<file path="config.mk">
export PLATFORM = sky130hd
export DESIGN_NAME = bdq_seq
export DESIGN_NICKNAME = d
export VERILOG_FILES = /design/src/hw/rtl/bdq_pkg.sv /design/src/hw/rtl/bdq_seq.sv
export SDC_FILE = /design/constraint.sdc
export NUM_CORES = 1
export LEC_CHECK = 0
export BUFFER_PORTS_ARGS = -buffer_cell sky130_fd_sc_hd__buf_2
export CAP_MARGIN = 15
export CORE_MARGIN = 2
export CORE_UTILIZATION = 40
export CTS_BUF_LIST = sky130_fd_sc_hd__clkbuf_8
export DETAILED_ROUTE_END_ITERATION = 6
export PLACE_DENSITY = 0.76
export SLEW_MARGIN = 25
export SYNTH_ARGS = -nofsm -noshare
export SYNTH_HDL_FRONTEND = slang
export SYNTH_SLANG_ARGS = --single-unit
</file>
<file path="constraint.sdc">
create_clock -name clk_i -period 12.6 [get_ports clk_i]
set_input_delay 2.52 -clock clk_i [delete_from_list [all_inputs] [get_ports clk_i]]
set_output_delay 2.52 -clock clk_i [all_outputs]
set_load 0.01 [all_outputs]
</file>
<file path="src/hw/rtl/bdq_pkg.sv">
// Shared types and constants for the bounded deque block.
// No dependencies; every other file of the block imports this package.
package bdq_pkg;

  localparam int unsigned CAPACITY_DEF   = 256;
  localparam int unsigned DATA_WIDTH_DEF = 32;

  localparam int unsigned REQ_W    = 3;
  localparam int unsigned VALUE_W  = 32;
  localparam int unsigned INDEX_W  = 8;
  localparam int unsigned STATUS_W = 3;
  localparam int unsigned COUNT_W  = $clog2(CAPACITY_DEF + 1);

  typedef enum logic [REQ_W-1:0] {
    REQ_PUSH_BACK  = 3'd0,
    REQ_PUSH_FRONT = 3'd1,
    REQ_POP_BACK   = 3'd2,
    REQ_POP_FRONT  = 3'd3,
    REQ_REMOVE     = 3'd4,
    REQ_CLEAR      = 3'd5,
    REQ_GET        = 3'd6
  } req_e;

  typedef enum logic [STATUS_W-1:0] {
    ST_OK        = 3'd0,
    ST_FULL      = 3'd1,
    ST_EMPTY     = 3'd2,
    ST_NOT_FOUND = 3'd3,
    ST_RANGE     = 3'd4
  } status_e;

  typedef enum logic [2:0] {
    S_IDLE,
    S_GET,
    S_SCAN_RD,
    S_SCAN_CMP,
    S_SHIFT_RD,
    S_SHIFT_WR
  } seq_state_e;

endpackage

</file>
<file path="src/hw/rtl/bdq_seq.sv">
// Request sequencer: front/count state, shared slot adder and compare, remove scan.
// Depends on bdq_pkg; drives the ports of bdq_mem.
module bdq_seq import bdq_pkg::*; #(
  parameter int unsigned CAPACITY   = CAPACITY_DEF,
  parameter int unsigned DATA_WIDTH = DATA_WIDTH_DEF,
  parameter int unsigned AW         = $clog2(CAPACITY),
  parameter int unsigned CW         = $clog2(CAPACITY + 1)
) (
  input  logic                      clk_i,
  input  logic                      rst_ni,
  output logic                      idle_o,
  input  logic                      accept_i,
  input  req_e                      req_type_i,
  input  logic signed [VALUE_W-1:0] value_i,
  input  logic [INDEX_W-1:0]        index_i,
  output logic                      res_valid_o,
  output logic signed [VALUE_W-1:0] res_read_value_o,
  output logic [CW-1:0]             res_count_o,
  output status_e                   res_status_o,
  output logic                      mem_we_o,
  output logic [AW-1:0]             mem_waddr_o,
  output logic [DATA_WIDTH-1:0]     mem_wdata_o,
  output logic                      mem_re_o,
  output logic [AW-1:0]             mem_raddr_o,
  input  logic [DATA_WIDTH-1:0]     mem_rdata_i
);

  localparam int unsigned PW = (CW > INDEX_W) ? CW : INDEX_W;

  seq_state_e state_q, state_d;
  logic [AW-1:0]         front_q, front_d;
  logic [CW-1:0]         count_q, count_d;
  logic [CW-1:0]         pos_q, pos_d;
  logic [DATA_WIDTH-1:0] val_q, val_d;

  logic [DATA_WIDTH-1:0] in_val;
  logic [PW-1:0]         idx_ext;
  logic [CW-1:0]         pos_sel;
  logic [CW:0]           slot_sum;
  logic [AW-1:0]         slot;
  logic [AW-1:0]         front_dec;
  logic                  full;

  assign in_val    = DATA_WIDTH'(value_i);
  assign idx_ext   = PW'(index_i);
  assign full      = (count_q == CW'(CAPACITY));
  assign front_dec = (front_q == '0) ? AW'(CAPACITY - 1) : front_q - AW'(1);

  // shared slot unit: (front + pos) mod CAPACITY, pos <= CAPACITY
  always_comb begin
    slot_sum = (CW + 1)'(front_q) + (CW + 1)'(pos_sel);
    if (slot_sum >= (CW + 1)'(CAPACITY)) begin
      slot_sum = slot_sum - (CW + 1)'(CAPACITY);
    end
    slot = AW'(slot_sum);
  end

  always_ff @(posedge clk_i or negedge rst_ni) begin
    if (!rst_ni) begin
      state_q <= S_IDLE;
      front_q <= '0;
      count_q <= '0;
      pos_q   <= '0;
    end else begin
      state_q <= state_d;
      front_q <= front_d;
      count_q <= count_d;
      pos_q   <= pos_d;
    end
  end

  always_ff @(posedge clk_i) begin
    val_q <= val_d;
  end

  always_comb begin
    state_d          = state_q;
    front_d          = front_q;
    count_d          = count_q;
    pos_d            = pos_q;
    val_d            = val_q;
    pos_sel          = pos_q;
    idle_o           = 1'b0;
    res_valid_o      = 1'b0;
    res_read_value_o = '0;
    res_status_o     = ST_OK;
    mem_we_o         = 1'b0;
    mem_waddr_o      = slot;
    mem_wdata_o      = val_q;
    mem_re_o         = 1'b0;
    mem_raddr_o      = slot;

    case (state_q)
      S_IDLE: begin
        idle_o = 1'b1;
        case (req_type_i)
          REQ_PUSH_BACK: pos_sel = count_q;
          REQ_POP_FRONT: pos_sel = CW'(1);
          REQ_GET:       pos_sel = CW'(idx_ext);
          default:       pos_sel = pos_q;
        endcase
        if (accept_i) begin
          res_valid_o = 1'b1;
          case (req_type_i)
            REQ_PUSH_BACK: begin
              if (full) begin
                res_status_o = ST_FULL;
              end else begin
                mem_we_o    = 1'b1;
                mem_wdata_o = in_val;
                count_d     = count_q + CW'(1);
              end
            end
            REQ_PUSH_FRONT: begin
              if (full) begin
                res_status_o = ST_FULL;
              end else begin
                mem_we_o    = 1'b1;
                mem_waddr_o = front_dec;
                mem_wdata_o = in_val;
                front_d     = front_dec;
                count_d     = count_q + CW'(1);
              end
            end
            REQ_POP_BACK: begin
              if (count_q == '0) begin
                res_status_o = ST_EMPTY;
              end else begin
                count_d = count_q - CW'(1);
                if (count_q == CW'(1)) front_d = '0;
              end
            end
            REQ_POP_FRONT: begin
              if (count_q == '0) begin
                res_status_o = ST_EMPTY;
              end else begin
                count_d = count_q - CW'(1);
                front_d = (count_q == CW'(1)) ? '0 : slot;
              end
            end
            REQ_REMOVE: begin
              res_valid_o = 1'b0;
              val_d       = in_val;
              pos_d       = '0;
              state_d     = S_SCAN_RD;
            end
            REQ_CLEAR: begin
              front_d = '0;
              count_d = '0;
            end
            REQ_GET: begin
              if (idx_ext >= PW'(count_q)) begin
                res_status_o = ST_RANGE;
              end else begin
                res_valid_o = 1'b0;
                mem_re_o    = 1'b1;
                state_d     = S_GET;
              end
            end
            default: ;
          endcase
        end
      end
      S_GET: begin
        res_valid_o      = 1'b1;
        res_read_value_o = VALUE_W'($signed(mem_rdata_i));
        state_d          = S_IDLE;
      end
      // search: read slot(pos), compare the next cycle
      S_SCAN_RD: begin
        if (pos_q == count_q) begin
          res_valid_o  = 1'b1;
          res_status_o = ST_NOT_FOUND;
          state_d      = S_IDLE;
        end else begin
          mem_re_o = 1'b1;
          state_d  = S_SCAN_CMP;
        end
      end
      S_SCAN_CMP: begin
        if (mem_rdata_i == val_q) begin
          state_d = S_SHIFT_RD;
        end else begin
          pos_d   = pos_q + CW'(1);
          state_d = S_SCAN_RD;
        end
      end
      // compaction: move slot(pos+1) into slot(pos) until the tail
      S_SHIFT_RD: begin
        pos_sel = pos_q + CW'(1);
        if ((pos_q + CW'(1)) >= count_q) begin
          res_valid_o = 1'b1;
          count_d     = count_q - CW'(1);
          if (count_q == CW'(1)) front_d = '0;
          state_d     = S_IDLE;
        end else begin
          mem_re_o = 1'b1;
          state_d  = S_SHIFT_WR;
        end
      end
      S_SHIFT_WR: begin
        mem_we_o    = 1'b1;
        mem_wdata_o = mem_rdata_i;
        pos_d       = pos_q + CW'(1);
        state_d     = S_SHIFT_RD;
      end
      default: state_d = S_IDLE;
    endcase
  end

  assign res_count_o = count_d;

endmodule

</file>
[Word level (Yosys, flattened, before mapping)]
Index checks and enable logic that the tools add are counted.
Storage, ports and cells
  output and inout bits: 96
  word-level logic and storage cells: 114
  register bits after elaboration: 61
  input bits: 78
Operators by class
  equal/unequal tests: 25
  mux-type cells: 63
  reductions and logical operators: 12
  order comparisons: 3
  add/sub/neg operators: 6
Operator list (count)
  $mux 32: 4
  $mux 8: 13
  $pmux 9 s3: 3
  $pmux 32 s2: 1
  $mux 9: 7
  $pmux 9 s2: 2
  $eq 32x32->1: 1
  $pmux 8 s4: 1
  $add 9x1->9 const B: 2
  $mux 3: 6
  $pmux 8 s2: 1
  $sub 8x1->8 const B: 2
  $eq 3x3->1 const B: 5
  $pmux 3 s5: 1
  $mux 1: 14
  $eq 3x2->1 const B: 4
  $ne 3x3->1 const B: 4
  $pmux 3 s2: 2
  $add 8x9->10: 1
  $ge 10x9->1 const B: 1
  $eq 9x1->1 const B: 1
  $eq 9x9->1: 1
  $eq 9x9->1 const B: 1
  $ge 8x9->1: 1
  other kinds (21): 30

[Longest topological paths before layout]
  depth in word-level cells: 11
  depth in mapped cells: 15
  gate-level depth less buffers: 13

[Worst setup path after synthesis]
Ideal clock, no wire load.
  path kind: input port to output port
  from: input req_type_i[1]
  to: output mem_waddr_o[7]
  setup slack: 4.992 ns
  cell stages on the path: 14
  path buffers: 2
  data arrival time: 5.088 ns
  cells stage by stage: buf_2 buf_1 and3_1 a21oi_1 nor3_1 a21oi_1 o22ai_1 ha_1 a21o_1 nand4_1 nand3_1 a31oi_1 xnor3_1 o21ai_0
Between the ends
  cells in the longest elaborated chain, start to end: 10
  elaborated cells between the ends (all ways): 14
  those cells by class: 2 x add/sub; 1 x order compare; 3 x eq/ne; 7 x mux; 1 x reduce/logical
Ends and longest elaborated chain
  start, declared: line bdq_seq.sv:13  | input req_e req_type_i,
  $eq 3x3->1 (tied with other cells): line bdq_seq.sv:96  | case (req_type_i)
  $pmux 9 s3: line bdq_seq.sv:96
  $pmux 9 s2: line bdq_seq.sv:93  | case (state_q)
  $add 8x9->10: line bdq_seq.sv:51  | slot_sum = (CW + 1)'(front_q) + (CW + 1)'(pos_sel);
  $sub 8x1->8 or $ge 10x9->1 (tied branches): line bdq_seq.sv:53, bdq_seq.sv:52
  $mux 8: line bdq_seq.sv:52  | if (slot_sum >= (CW + 1)'(CAPACITY)) begin
  $mux 8: line bdq_seq.sv:115  | if (full) begin
  $mux 8: line bdq_seq.sv:104  | case (req_type_i)
  $mux 8: line bdq_seq.sv:102  | if (accept_i) begin
  $mux 8 (*): line bdq_seq.sv:93
  end, declared: line bdq_seq.sv:21  | output logic [AW-1:0] mem_waddr_o,
Mark *: on every way between the ends. The rest lies on a longest branch, timed or not.

[Final worst setup path]
Ends and elaborated chain as after synthesis.

==> metrics.txt <==
routability cong.=1.000; relative slew slack=0.4273; Avg WL per Cell=19.22 um; CTS tree=done; Ports=174; cells after synthesis=707; number of port buffers=173; synth warn=0; share of cells above drive strength 1=0.2570; Die ar.=15490 um^2; Initial DRC Count=742; post-detail-place hpwl=15190 um; number of CTS-inserted buffers=9; H-tree Lvls=3; Critical Path Start=req_type_i[1]; CP required=10.08 ns; Final setup viols=0; Post-synth EDFFs=32; Slowest-stage cell, CP=xnor3_1; power share of the clock group=0.115; maximum vdd drop=0.1263 mV; Startpoint Class=primary input; Routed WL=20070 um; Hold Vio Cnt, Final=0; RSZ-0062 raised after global routing=false; core box area=14370 um^2; Synth cell types=81; Buf/Inv on CP=2; worst setup path endpoint=mem_waddr_o[7]; Worst Skew=0.01340 ns; Cell Count, Final, Fillers Out=1044; Vias/cell=5.927; Post-CTS Setup Inserts=0; Clock Tree Root=clkbuf_8; pwr/cell area=228.0 nW/um^2; nets@finish=964; DRC viols=0; Lkg Pwr=0.003262 uW; Final Slew Violations=0; DRT antenna net count=0; CP Class=primary input to output pin; first-pass GRT wire length=31710 um; CP arrival=5.62 ns; max incr delay on CP=0.40 ns; Async SR Flop Fraction=0.4754; die height=124.5 um; Max FO, Critical Path=22; worst-margin pin slew=0.8501 ns; switching power=831.6 uW; cell area after synthesis=5806 um^2; largest net degree at the start of global routing=36; worst-skew pair later-pin latency=0.36 ns; placement row count=44; reg-to-reg endpoint=front_q[6]; crit-path leading delay family=compound AO/OA/AOI/OAI gates; CTS clk-pin slew, worst paths=0.08 ns; clk buf depth=2; starting density of the core=0.4040; Post-CTS Resized=0; diodes inserted=0; TritonRoute pass-1 iters=6; Final period util=0.6457; status=complete, no violations; CP Capture Type=output pin; max-cap viol count=0; total track usage=0.2531; worst r2r path cells=11; fill cell count=1404; Sw Ratio=0.5216; Pint=762.8 uW; Most common cell on crit path=buf_2; Die X=124.5 um; vias after detailed routing=6188; vias in the first global route=5738; setup slack, reg-to-reg=8.62 ns; Gate power share=0.662; FMAX=122.9 MHz; Stages on worst setup path=13; Avg Cell Area, Syn=8.212 um^2; R2R Path Start=state_q[2]; CP Cell Sequence=buf_2, nand3b_1, o211ai_1, and2_0, o22ai_1, ha_1, a21o_1, nand4_1, nand3_1, a31oi_1, xnor3_1, o21ai_0, buf_2; final worst path period need=8.136 ns; DP Cell Count=1028; final setup TNS=0 ns; CTS Sinks=61; Synthesized Nets=816; grt total ovfl=0; antenna violations before repair=0; # hold bufs at CTS=0; FF+latch count, synth=61; Sequential Power Share=0.223; worst hold path class=flip-flop to flip-flop; Synth-to-Final Area Change=20.47%; post-synthesis sequential area ratio=0.2905; ys flop type=edfxtp_1
-- worst min path at each step --
stage	startpoint	to	cells past startpoint
after floorplan	pos_q[8]	pos_q[8]	2
after global placement	pos_q[8]	pos_q[8]	2
final	pos_q[8]	pos_q[8]	2
after detailed placement	pos_q[8]	pos_q[8]	2
after global routing	pos_q[8]	pos_q[8]	2
after CTS	pos_q[8]	pos_q[8]	2
-- per-layer routing --
metal | GRT usage | vias up | share of wire
met2 | 0.4024 | 337 | 0.47
met1 | 0.3468 | 2891 | 0.42
met5 | 0 | - | 0
met3 | 0.05026 | 55 | 0.088
li1 | - | 2905 | -
met4 | 0.07931 | 0 | 0.026
-- power groups by stage --
stage	logic (uW)	clock network, uW	registers (uW)
floorplan	732	0	284
global placement	1030	0	357
detailed placement	1040	0	355
CTS	1040	189	350
global route	1160	197	361
finish	1060	183	356
-- worst min-delay path, delay by kind of cell, from the launching register on --
kind / cells / cell delay, ns
flip-flops: 1 / 0.39
AND/OR/NAND/NOR: 2 / 0.12
-- final cells by class --
cell class              count  area, um^2  share of cell area
repair buffers            180       918.4              0.1313
flip-flops and latches     61        1687              0.2411
clock buffers               9       123.9             0.01771
multi-input cells         570        3835              0.5483
well taps                 184       230.2             0.03292
clock inverters             7       76.32             0.01091
inverters                  33       123.9             0.01771
-- state kept, by name, indices dropped and copies added, names as in the netlist --
| name | cells |
|---|---|
| val_q | 32 |
| state_q | 3 |
| pos_q | 9 |
| count_q | 9 |
| front_q | 8 |
-- cells in the final DEF, fill, tap and decap left out, drive strengths merged, types with 7 or more instances in the layout --
cell,n
inv,33
and3,10
o2bb2ai,7
nor2,28
xor2,40
o311ai,7
buf,180
nand3,15
edfxtp,32
xnor2,16
nor3,12
o22ai,7
nand2,106
dfrtp,29
and2,35
ha,30
nand4,10
clkbuf,9
a22oi,37
a21oi,41
a21o,10
o21ai,46
nor4,11
-- stage by stage --
step                hold WS [ns]  total power [uW]  area (um^2)  worst slack, ns  utilization
finish                    0.5485              1594         6994            4.464       0.4868
global route              0.5846              1720         6994            4.115       0.4868
CTS                       0.5575              1580         6988            4.503       0.4863
detailed placement        0.5377              1392         6788            4.503       0.4724
global placement          0.5249              1385         6788            4.574       0.4724
floorplan                 0.5083              1016         5806            4.992            -
-- logic make-up after synthesis --
| kind of cell | after synthesis | share of synthesized area |
|---|---|---|
| simple gates | 265 | 0.2353 |
| compound gates | 213 | 0.2578 |
| buf+inv | 76 | 0.05280 |
| flops | 61 | 0.2905 |
| xor+xnor | 57 | 0.08836 |
| fa+ha+maj | 31 | 0.06810 |
| mux | 4 | 0.007112 |
-- cell usage after synthesis (6+ instances only) --
| cell type | count | area, um^2 |
|---|---|---|
| o22ai_1 | 7 | 43.79 |
| o311ai_0 | 6 | 52.55 |
| ha_1 | 30 | 375.4 |
| nand2_1 | 106 | 397.9 |
| nor3_1 | 12 | 60.06 |
| buf_2 | 11 | 55.05 |
| nor2_1 | 27 | 101.4 |
| a22oi_1 | 37 | 277.8 |
| nand2b_1 | 6 | 37.54 |
| nand4_1 | 10 | 62.56 |
| dfrtp_1 | 29 | 725.7 |
| o2bb2ai_1 | 7 | 61.31 |
| and2_1 | 34 | 212.7 |
| nand3_1 | 15 | 75.07 |
| inv_1 | 33 | 123.9 |
| xor2_1 | 40 | 350.3 |
| edfxtp_1 | 32 | 960.9 |
| a21oi_1 | 40 | 200.2 |
| nor4_1 | 9 | 56.30 |
| o21ai_0 | 44 | 220.2 |
| xnor2_1 | 16 | 140.1 |
| and3_1 | 10 | 62.56 |
| a21o_1 | 10 | 75.07 |
| clkbuf_1 | 29 | 108.9 |
| o31ai_1 | 6 | 45.04 |
Power figures use the tool's default switching activity.
